$ cat src/rtl/ogru_pkg.sv
// Shared types, constants and microcode ROM for the occupancy grid ray update.
// No dependencies; imported by ogru_req_if, ogru_rsp_if, the top, ogru_useq and ogru_dp.
`default_nettype none

package ogru_pkg;

    localparam int GRID_DIM   = 256;
    localparam int COORD_W    = 8;
    localparam int CFG_W      = 9;
    localparam int CNT_W      = 9;
    localparam int ERR_W      = 10;
    localparam int GRID_CELLS = GRID_DIM * GRID_DIM;
    localparam int ADDR_W     = $clog2(GRID_CELLS);
    localparam int DIM_CMP_W  = ($clog2(GRID_DIM + 1) > COORD_W) ?
                                $clog2(GRID_DIM + 1) : COORD_W + 1;

    typedef logic [1:0] cell_t;
    localparam cell_t CELL_UNKNOWN  = 2'd0;
    localparam cell_t CELL_FREE     = 2'd1;
    localparam cell_t CELL_OCCUPIED = 2'd2;

    typedef logic [1:0] action_t;
    localparam action_t ACT_TRACE = 2'd0;
    localparam action_t ACT_FREE  = 2'd1;
    localparam action_t ACT_READ  = 2'd2;

    localparam logic CFG_GRID_WIDTH  = 1'b0;
    localparam logic CFG_GRID_HEIGHT = 1'b1;
    localparam logic [CFG_W-1:0] CFG_RESET = 9'd200;

    typedef enum logic [3:0] {
        STEP_EMIT,
        STEP_FETCH,
        STEP_DISPATCH,
        STEP_WALK,
        STEP_END,
        STEP_SINGLE,
        STEP_FREE,
        STEP_READ_CHK,
        STEP_READ,
        STEP_CLEAR,
        STEP_CLEAR_DONE
    } step_t;

    typedef enum logic [2:0] {
        C_ALWAYS,
        C_NO_REQ,
        C_NOT_TRACE,
        C_NOT_FREE,
        C_NOT_READ,
        C_NOT_END,
        C_CLR_BUSY,
        C_OUT_BUSY
    } cond_t;

    typedef enum logic [2:0] {
        OP_NOP,
        OP_FETCH,
        OP_WALK,
        OP_END,
        OP_FREE,
        OP_READ,
        OP_CLEAR,
        OP_EMIT
    } dp_op_t;

    typedef struct packed {
        dp_op_t op;
        cond_t  cond;
        step_t  target;
    } uword_t;

    typedef struct packed {
        logic    req_valid;
        action_t action;
        logic    at_end;
        logic    clr_busy;
        logic    out_busy;
    } dp_status_t;

    function automatic logic in_dim(input logic [COORD_W-1:0] coord);
        return {{(DIM_CMP_W-COORD_W){1'b0}}, coord} < DIM_CMP_W'(GRID_DIM);
    endfunction

    // taken condition jumps to target, otherwise falls through to the next step
    function automatic uword_t ucode_rom(input step_t step);
        uword_t uw;
        case (step)
            STEP_EMIT:       uw = '{OP_EMIT,  C_OUT_BUSY,  STEP_EMIT};
            STEP_FETCH:      uw = '{OP_FETCH, C_NO_REQ,    STEP_FETCH};
            STEP_DISPATCH:   uw = '{OP_NOP,   C_NOT_TRACE, STEP_SINGLE};
            STEP_WALK:       uw = '{OP_WALK,  C_NOT_END,   STEP_WALK};
            STEP_END:        uw = '{OP_END,   C_ALWAYS,    STEP_EMIT};
            STEP_SINGLE:     uw = '{OP_NOP,   C_NOT_FREE,  STEP_READ_CHK};
            STEP_FREE:       uw = '{OP_FREE,  C_ALWAYS,    STEP_EMIT};
            STEP_READ_CHK:   uw = '{OP_NOP,   C_NOT_READ,  STEP_EMIT};
            STEP_READ:       uw = '{OP_READ,  C_ALWAYS,    STEP_EMIT};
            STEP_CLEAR:      uw = '{OP_CLEAR, C_CLR_BUSY,  STEP_CLEAR};
            STEP_CLEAR_DONE: uw = '{OP_NOP,   C_ALWAYS,    STEP_FETCH};
            default:         uw = '{OP_NOP,   C_ALWAYS,    STEP_FETCH};
        endcase
        return uw;
    endfunction

endpackage

`default_nettype wire

$ cat src/rtl/ogru_useq.sv
// Microcode sequencer: step counter, control ROM and jump conditions.
// Depends on ogru_pkg.
`default_nettype none

module ogru_useq import ogru_pkg::*; (
    input  wire logic       clk,
    input  wire logic       rst_n,
    input  wire dp_status_t status,
    output dp_op_t          op
);

    step_t  upc_reg;
    step_t  upc_next;
    uword_t uw;
    logic   take;

    assign uw = ucode_rom(upc_reg);

    always_ff @(posedge clk or negedge rst_n)
    begin
        if (!rst_n)
        begin
            upc_reg <= STEP_CLEAR;
        end
        else
        begin
            upc_reg <= upc_next;
        end
    end

    // next step
    always_comb
    begin
        case (uw.cond)
            C_ALWAYS:    take = 1'b1;
            C_NO_REQ:    take = !status.req_valid;
            C_NOT_TRACE: take = status.action != ACT_TRACE;
            C_NOT_FREE:  take = status.action != ACT_FREE;
            C_NOT_READ:  take = status.action != ACT_READ;
            C_NOT_END:   take = !status.at_end;
            C_CLR_BUSY:  take = status.clr_busy;
            C_OUT_BUSY:  take = status.out_busy;
            default:     take = 1'b1;
        endcase
        upc_next = take ? uw.target : step_t'(4'(upc_reg) + 4'd1);
    end

    // control word out
    always_comb
    begin
        op = uw.op;
    end

endmodule

`default_nettype wire

$ cat config.mk
export PLATFORM = sky130hd
export DESIGN_NAME = ogru_useq
export DESIGN_NICKNAME = d
export VERILOG_FILES = /design/src/rtl/ogru_pkg.sv /design/src/rtl/ogru_useq.sv
export SDC_FILE = /design/constraint.sdc
export NUM_CORES = 1
export LEC_CHECK = 0
export BUFFER_PORTS_ARGS = -buffer_cell sky130_fd_sc_hd__buf_2
export CAP_MARGIN = 10
export CORE_AREA = 2 2 39 41
export DETAILED_ROUTE_END_ITERATION = 10
export DIE_AREA = 0 0 41 43
export GPL_TIMING_DRIVEN = 0
export PLACE_DENSITY = 0.73
export SYNTH_ARGS = -nofsm -noshare
export SYNTH_HDL_FRONTEND = slang
export SYNTH_SLANG_ARGS = --single-unit
$ cat constraint.sdc
create_clock -name clk -period 6.8 [get_ports clk]
set_input_delay 0.34 -clock clk [delete_from_list [all_inputs] [get_ports clk]]
set_output_delay 0.34 -clock clk [all_outputs]
set_load 0.05 [all_outputs]
==> impl_metrics.toml, run 1 <==
[outcome]
outcome = "finished clean"

[critical_path]
criticalPathCategory = "flip-flop to flip-flop"
critPathLaunchType = "flip-flop"
arrival_ns = 2.66
end_kind = "flip-flop"
reg2reg_depth = 9
required_ns = 6.92
path_max_fanout = 8

[synth]
yosysTopAreaCellShare = 0.113
yosys_warnings = 0
synthMuxAreaShare = 0.0903
synth_xor_area_frac = 0.0316
synth_area_leaders = "ha_1 (11%), dfstp_2 (9.5%), dfrtp_1 (9.0%)"
syn-mean-instance-area_um2 = 8.53
syn_area_um2 = 554
synthSimpleGateAreaFrac = 0.246
synthAdderAreaFrac = 0.113
synth_top_family_by_area = "compound AO/OA/AOI/OAI gates"
ys_seq_area_frac = 0.185
synthesis.nets = 78
post-synth-top-area-cell = "ha_1"
synth_cells = 65
ys_ff_latch = 4
yosysUniqueCellTypes = 30
synth_compound_area_frac = 0.255

[grt]
grt_use_total = 0.163
grt_max_degree = 11
overflow = 0
grt_pass1_vias = 459
antenna_found_initial = 0
grt_pass1_wl_mm = 1.93

[timing]
setup_viol = 0
report.final.slew_viol_count = 0
max-slew-margin-rel = 0.747
finalHoldViolCount = 0
fin_skew_ns = 0.00320
tightest_slew_ns = 0.374
fmax_mhz = 393
post-route-min-period_ns = 2.55
setup_tns_ns = 0
setup_slack_ns = 4.25
period_share = 0.375
rsz0062_at_grt = "no"

[min_path]
hold_class = "primary input to async pin"

[clock_network]
clk_path_buf_depth = 2
clk_latency_ns = 0.24
cts_setup_buffers = 0
path_clk_slew_ns = 0.04
cts_tree = "yes"
cts-htree-levels = 1
postCtsResizedCells = 0
cts_sinks = 4
root_buffer = "clkbuf_4"
cts_inserted_buffers = 3

[detailed_routing]
drc = 0
wirelength_mm = 1.15
drtIter0Drc = 9
route.vias.total = 515
detail_route.wl_per_cell_um = 12.1
antenna_left = 0
first_pass_iters = 4
routed_via_density = 5.42

[floorplanning]
dieWidth_um = 41
fp.dieArea_um2 = 1760
start_util = 0.401
die_h_um = 43
core_um2 = 1380
rows = 14
ios = 11

[cells_and_area]
area_growth_pct = 18.5
antennaDiodeCount = 0
drive_above_1_share = 0.316
finalNetCount = 94

[power]
leakagePower_nw = 0.297
max-vdd-ir-drop_mv = 0.228
powerDensity_nw_per_um2 = 588

[placed_design]
place_ws_ns = 4.28
port_buffers = 10
dp_hpwl_um = 889
place.gp.congestion = 0.807

[job]
drv_cap = 0
==> worst max-delay path, stage by stage (launching register included) <==
cell and delay, ns:
dfstp_2 0.54, buf_2 0.20, inv_1 0.12, ha_1 0.33, nor2_1 0.14, a21oi_1 0.08
o21ai_1 0.23, nor3b_1 0.11, o32ai_4 0.33, mux2_4 0.34
==> through the flow <==
| step | power (mW) | utilization | instance area [um2] | hold WS (ns) | std cells |
|---|---|---|---|---|---|
| detailed placement | 0.355 | 0.451 | 624 | 0.148 | 91 |
| floorplan | 0.305 | - | 554 | 0.0444 | 65 |
| finish | 0.386 | 0.475 | 657 | 0.427 | 95 |
| global placement | 0.351 | 0.451 | 624 | 0.146 | 91 |
| global route | 0.417 | 0.475 | 657 | 0.441 | 95 |
| CTS | 0.388 | 0.475 | 657 | 0.428 | 95 |
==> cells in the mapped netlist, drive strengths merged <==
master	number
dfstp	2
nor4b	1
o31ai	1
o21ai	6
nand2b	3
nor3	1
dfrtp	2
nor2	7
nand3	3
mux2	2
o22a	1
o22ai	1
ha	5
inv	3
xor2	2
and2	1
nor3b	1
a311oi	1
o311ai	1
nand2	4
o2bb2ai	1
a21oi	6
buf	4
mux2i	2
and4	1
o32ai	1
nor2b	2
==> area by class of cell <==
class / instances / area, um2
flip-flops and latches: 4 / 103
fillers: 133 / 727
inverters: 3 / 11.3
clock buffers: 3 / 22.5
repair buffers: 11 / 60.1
plain buffers: 4 / 32.5
multi-input cells: 54 / 408
well taps: 16 / 20.0
==> cell usage in the layout, fill, tap and decap left out, drive strengths merged, types with 2 or more instances in the layout <==
cell / instances
clkbuf: 3
buf: 14
mux2: 2
xor2: 2
a21oi: 6
nand2b: 3
nand2: 4
inv: 3
dfstp: 2
ha: 5
dfrtp: 2
mux2i: 2
nand3: 3
nor2b: 2
o21ai: 6
nor2: 7
==> path summary, 6_finish.rpt <==
check	slack, ns	start	endpoint
setup / recovery	4.25	flip-flop	upc_reg[2]$_DFF_PN0_
hold / removal	0.43	rst_n	upc_reg[1]$_DFF_PN0_
setup reg to reg	4.25	flip-flop	upc_reg[2]$_DFF_PN0_
hold reg to reg	0.72	flip-flop	flip-flop
max in group asynchronous	6.17	rst_n	upc_reg[3]$_DFF_PN1_
min in group clk	0.61	status[1]	upc_reg[3]$_DFF_PN1_
==> what timing repair did <==
item,4_1_cts,5_1_grt
setup endpoints to repair,0,0
hold buffers,1,0
hold endpoints to repair,2,0
==> kinds of logic after synthesis <==
family / after synthesis
flip-flops: 4
adder cells (fa/ha/maj): 5
buffers and inverters: 7
AO/OA/AOI/OAI: 19
multiplexers: 4
AND/OR/NAND/NOR: 24
XOR/XNOR: 2
==> layer usage <==
metal / wire (um) / track usage / up-vias
met5: 0 / 0 / -
met4: 8 / 0.0667 / 0
met3: 77 / 0.0628 / 2
met2: 515 / 0.228 / 18
met1: 550 / 0.217 / 234
li1: - / - / 261
==> where the power goes <==
part	internal (mW)	switching (mW)	leakage (nW)
Combinational	0.127	0.181	0.237
Sequential	0.0375	0.00980	0.0462
Clock	0.0198	0.0108	0.0138
Total	0.185	0.202	0.297
(Power assumes the default switching activity.)
==> inputs of run 2 (changes only) <==
==> constraint.sdc (replaced) <==
create_clock -name clk -period 2.4 [get_ports clk]
set_input_delay 0.12 -clock clk [delete_from_list [all_inputs] [get_ports clk]]
set_output_delay 0.12 -clock clk [all_outputs]
set_load 0.05 [all_outputs]
==> run 2 against run 1 <==
Highest routed layer is now met3. Utilization is 1.8 points higher. Via count is 1.4% lower. Register-to-register slack got worse by 4.1 ns. Final cell count grew 2.1%.
==> impl_metrics.toml, run 2 (synthesis gave the netlist of run 1 again) <==
[timing]
hold_slack_ns = 0.205
period_share = 0.925
fin_skew_ns = 0.00759
setup_viol = 0
rsz0062_at_grt = "no"
fmax_mhz = 451
tightest_slew_ns = 0.365
setup_tns_ns = 0
post-route-min-period_ns = 2.22
setup_slack_ns = 0.181
max-slew-margin-rel = 0.753
report.final.slew_viol_count = 0
finalHoldViolCount = 0

[power]
powerDensity_nw_per_um2 = 1720
seqPwrFrac = 0.117
power_switching_uw = 594
clockPowerShare = 0.084
p_int_uw = 576
pwr-share-comb = 0.799
max-vdd-ir-drop_mv = 0.811
swShare = 0.508
leakagePower_nw = 0.307

[critical_path]
cp.depth = 8
end_kind = "flip-flop"
slowest_stage = "dfstp_2"
reg2reg_depth = 8
critPathTopFamily = "compound AO/OA/AOI/OAI gates"
critPathMaxStageDelay_ns = 0.54
required_ns = 2.53
criticalPathCategory = "flip-flop to flip-flop"
arrival_ns = 2.35
critPathLaunchType = "flip-flop"
crit_chain = "inv_1, ha_1, nor2_1, a21oi_1, o21ai_2, nor3b_2, o32ai_4, mux2_4"
path_max_fanout = 4
cp_num_buf_inv = 1

[placed_design]
place_ws_ns = -0.141
dp_hpwl_um = 937
place.gp.congestion = 0.817
port_buffers = 10
place_area_um2 = 624

[min_path]
hold_class = "primary input to async pin"

[floorplanning]
ios = 11
core_um2 = 1380
dieWidth_um = 41
start_util = 0.401
die_h_um = 43
rows = 14
fp.dieArea_um2 = 1760

[cells_and_area]
area_growth_pct = 23.0
antennaDiodeCount = 0
final_cell_mix = "buf_2 (11), nor2_1 (7), a21oi_1 (6), ha_1 (5)"
layout_commonest_cell = "buf_2"
finalNetCount = 95
stdcell_area_um2 = 682
drive_above_1_share = 0.370

[clock_network]
cts_sinks = 4
cts_tree = "yes"
clk_latency_ns = 0.25
clk_path_buf_depth = 2
path_clk_slew_ns = 0.05
cts-htree-levels = 1
root_buffer = "clkbuf_4"
cts_inserted_buffers = 3

[detailed_routing]
drc = 0
drtIter0Drc = 4
routed_via_density = 5.24
route.vias.total = 508
first_pass_iters = 3
antenna_left = 0
detail_route.wl_per_cell_um = 12.5
wirelength_mm = 1.21

[job]
drv_cap = 0

[outcome]
outcome = "finished clean"

[grt]
antenna_found_initial = 0
grt_pass1_wl_mm = 2.09
overflow = 0
grt_use_total = 0.168
grt_max_degree = 11
grt_pass1_vias = 485
-- run 2: area by class of cell --
cell class                 count  area, um2
multi-input combinational     54        418
tap                           16       20.0
clock buffer                   4       26.3
timing repair buffer          13       75.1
sequential                     4        104
inverter                       3       11.3
buffer                         3       27.5
fill                         137        702
-- run 2: repair_timing --
action                                 CTS  global route
buffers inserted                         1             1
hold buffers                             1             0
pin swaps                                2             2
resized for setup                        2             2
endpoints found under the hold margin    4             0
setup endpoints to repair                3             2
-- run 2: worst paths after layout --
| kind | start | to | slack, ns |
|---|---|---|---|
| min in group clk | status[1] | upc_reg[3]$_DFF_PN1_ | 0.40 |
| worst max-delay path | flip-flop | upc_reg[2]$_DFF_PN0_ | 0.18 |
| max in group asynchronous | rst_n | upc_reg[3]$_DFF_PN1_ | 1.98 |
| worst max register to register | flip-flop | upc_reg[2]$_DFF_PN0_ | 0.18 |
| worst min-delay path | rst_n | upc_reg[2]$_DFF_PN0_ | 0.21 |
| worst min register to register | flip-flop | flip-flop | 0.71 |
-- run 2: power by group through the flow --
stage / clock (mW) / combinational [mW] / sequential [mW]
6_report: 0.0981 / 0.935 / 0.137
3_3_place_gp: 0 / 0.865 / 0.136
5_1_grt: 0.104 / 1.03 / 0.141
4_1_cts: 0.0999 / 0.910 / 0.135
3_5_place_dp: 0 / 0.883 / 0.136
2_1_floorplan: 0 / 0.739 / 0.127
-- run 2: through the flow --
step / utilization / power [mW] / instances
6_report: 0.493 / 1.17 / 97
5_1_grt: 0.493 / 1.27 / 97
4_1_cts: 0.486 / 1.14 / 96
3_5_place_dp: 0.451 / 1.02 / 91
3_3_place_gp: 0.451 / 1.00 / 91
2_1_floorplan: - / 0.866 / 65
-- run 2: routing by layer --
metal  wire, um  up-vias  global-route usage
met5          0        -                   0
met4          0        0              0.0467
met3         52        0              0.0471
met2        616        8               0.247
met1        543      236               0.232
li1           -      264                   -
==> inputs of run 3 (changes only) <==
--- a/config.mk
+++ b/config.mk
@@ -5,13 +5,15 @@
 export SDC_FILE = /design/constraint.sdc
 export NUM_CORES = 1
 export LEC_CHECK = 0
+export ABC_AREA = 1
 export BUFFER_PORTS_ARGS = -buffer_cell sky130_fd_sc_hd__buf_2
 export CAP_MARGIN = 10
 export CORE_AREA = 2 2 39 41
 export DETAILED_ROUTE_END_ITERATION = 10
 export DIE_AREA = 0 0 41 43
 export GPL_TIMING_DRIVEN = 0
-export PLACE_DENSITY = 0.73
+export PLACE_DENSITY = 0.66
+export SLEW_MARGIN = 40
 export SYNTH_ARGS = -nofsm -noshare
 export SYNTH_HDL_FRONTEND = slang
 export SYNTH_SLANG_ARGS = --single-unit
==> run 3 against run 2 <==
Setup slack better by 0.19 ns. Area after synthesis is 9.0% higher. Design area rose by 3.7%. Synthesized cell count up 40%. Die area did not move. Clock skew down 0.0069 ns. Count of clock-buffer cells in the layout down 1. Register-to-register slack improved by 0.19 ns. Routed wire length is 3.2% lower. Utilization up 1.8 points. Flip-flop and latch count unchanged. Fmax increased by 9.4%. Largest cell class unchanged.
==> impl_metrics.toml, run 3 <==
[synth]
yosysMostFrequentCell = "nand2_1"
synth_area_leaders = "nand2_1 (15%), ha_1 (10%), dfstp_2 (8.7%)"
synth_edf_count = 0
synthesis.nets = 104
yosysTopAreaCellShare = 0.149
syn-mean-instance-area_um2 = 6.64
ys_async_sr_fraction = 1.00
ys_ff_latch = 4
synth_common_cells = "nand2_1 (24), inv_1 (12), nand3_1 (7), nand2_2 (6), nor2_1 (6)"
ys_seq_area_frac = 0.170
syn_area_um2 = 604
post-synth-top-area-cell = "nand2_1"
yosys_warnings = 0
synth_cells = 91
ys.flop_type = "dfstp_2"
yosysUniqueCellTypes = 25

[floorplanning]
core_um2 = 1380
ios = 11
start_util = 0.437
fp.dieArea_um2 = 1760
die_h_um = 43
dieWidth_um = 41
rows = 14

[critical_path]
reg2reg_slack_ns = 0.37
criticalPathCategory = "flip-flop to flip-flop"
r2r-end = "upc_reg[2]$_DFF_PN0_"
critPathMaxStageDelay_ns = 0.57
end_kind = "flip-flop"
slowest_stage = "dfstp_2"
reg2reg_depth = 14
path_max_fanout = 6
cp.depth = 14
critPathLaunchType = "flip-flop"
critPathTopFamily = "simple AND/OR/NAND/NOR gates"
crit_chain = "inv_1, ha_1, inv_1, nand2_2, nand3_4, nand2_2, nand2_1, nand2_1, nand2_1, nand2_2, nor2_8, nand2_4, nand2_1, nand2_1"
required_ns = 2.50
crit_path_frequent_cell = "nand2_1"
cp_num_buf_inv = 2
arrival_ns = 2.13

[timing]
period_share = 0.845
rsz0062_at_grt = "no"
setup_viol = 0
fmax_mhz = 493
max-slew-margin-rel = 0.837
tightest_slew_ns = 0.246
finalHoldViolCount = 0
report.final.slew_viol_count = 0
fin_skew_ns = 0.000723
setup_tns_ns = 0
post-route-min-period_ns = 2.03

[detailed_routing]
drc = 0
route.vias.total = 575
antenna_left = 0
routed_via_density = 4.75
first_pass_iters = 4
detail_route.wl_per_cell_um = 9.69
drtIter0Drc = 12
wirelength_mm = 1.17

[cells_and_area]
area_growth_pct = 17.0
antennaDiodeCount = 0
stdcell_area_um2 = 707
drive_above_1_share = 0.295
final_cell_count_no_fill = 121
finalNetCount = 120
final_cell_mix = "nand2_1 (24), inv_1 (12), buf_2 (10), nand3_1 (7)"
fillers = 149
layout_commonest_cell = "nand2_1"

[placed_design]
port_buffers = 10
place_area_um2 = 674
dp_cells = 117
dp_hpwl_um = 947
place.gp.congestion = 0.826

[grt]
grt_pass1_wl_mm = 1.95
overflow = 0
use_met1 = 0.225
grt_max_degree = 11
antenna_found_initial = 0
grt_util_met3 = 0.0314
grtUsageMet2 = 0.231
top_usage_layer = "met2"
grt_pass1_vias = 482
grt_use_total = 0.162

[clock_network]
cts_inserted_buffers = 3
root_buffer = "clkbuf_4"
cts-htree-levels = 1
clk_latency_ns = 0.23
clk_path_buf_depth = 2
cts_setup_buffers = 0
cts_tree = "yes"
path_clk_slew_ns = 0.03
cts_sinks = 4

[job]
drv_cap = 0

[outcome]
outcome = "finished clean"

[min_path]
hold_class = "primary input to async pin"
-- run 3: final cells by class --
type | instances | area [um2] | area share
repair buffers | 11 | 60.1 | 0.0850
plain buffers | 2 | 22.5 | 0.0319
inverters | 14 | 55.1 | 0.0779
flip-flops and latches | 4 | 103 | 0.145
well taps | 16 | 20.0 | 0.0283
multi-input cells | 71 | 424 | 0.600
clock buffers | 3 | 22.5 | 0.0319
-- run 3: kinds of logic (layout without fill, tap and decap cells) --
family,count (synthesis),in the layout,share of synthesized area
and+or+nand+nor,55,55,0.495
buffers and inverters,16,30,0.128
AOI/OAI and AO/OA,10,10,0.0890
adders and majority gates,5,5,0.104
xor gates and xnor gates,1,1,0.0145
DFF,4,4,0.170
-- run 3: worst reg2reg max path: stages (launching register included) --
cell and delay, ns:
dfstp_2 0.57, inv_1 0.12, ha_1 0.33, inv_1 0.09, nand2_2 0.07, nand3_4 0.06, nand2_2 0.08, nand2_1 0.07
nand2_1 0.04, nand2_1 0.06, nand2_2 0.09, nor2_8 0.13, nand2_4 0.07, nand2_1 0.05, nand2_1 0.06
-- run 3: worst max-delay path by stage --
stage | end | slack, ns
after floorplan | op[1] | 0.11
after global placement | upc_reg[1]$_DFF_PN0_ | 0.40
after detailed placement | upc_reg[2]$_DFF_PN0_ | 0.39
after CTS | upc_reg[2]$_DFF_PN0_ | 0.38
after global routing | upc_reg[1]$_DFF_PN0_ | 0.26
final | upc_reg[2]$_DFF_PN0_ | 0.37
-- run 3: metrics by stage --
stage / utilization / setup WS (ns) / hold slack [ns]
finish: 0.511 / 0.372 / 0.219
detailed placement: 0.487 / 0.392 / -0.0749
global placement: 0.487 / 0.398 / -0.0771
floorplan: - / 0.112 / -0.176
CTS: 0.511 / 0.382 / 0.210
global route: 0.511 / 0.263 / 0.229
-- run 3: timing repair --
action	4_1_cts	5_1_grt
hold buffers	1	0
resized for setup	0	0
hold endpoints to repair	4	0
-- run 3: metal layers --
layer  wire length, um  vias up
met2               564        6
met1               595      249
li1                  -      320
met4                 0        0
met5                 0        -
met3                13        0
Power of run 3 is left out: the tool's default activity adds up to more than one toggle a clock period on the data nets, which glitch-free logic cannot reach.
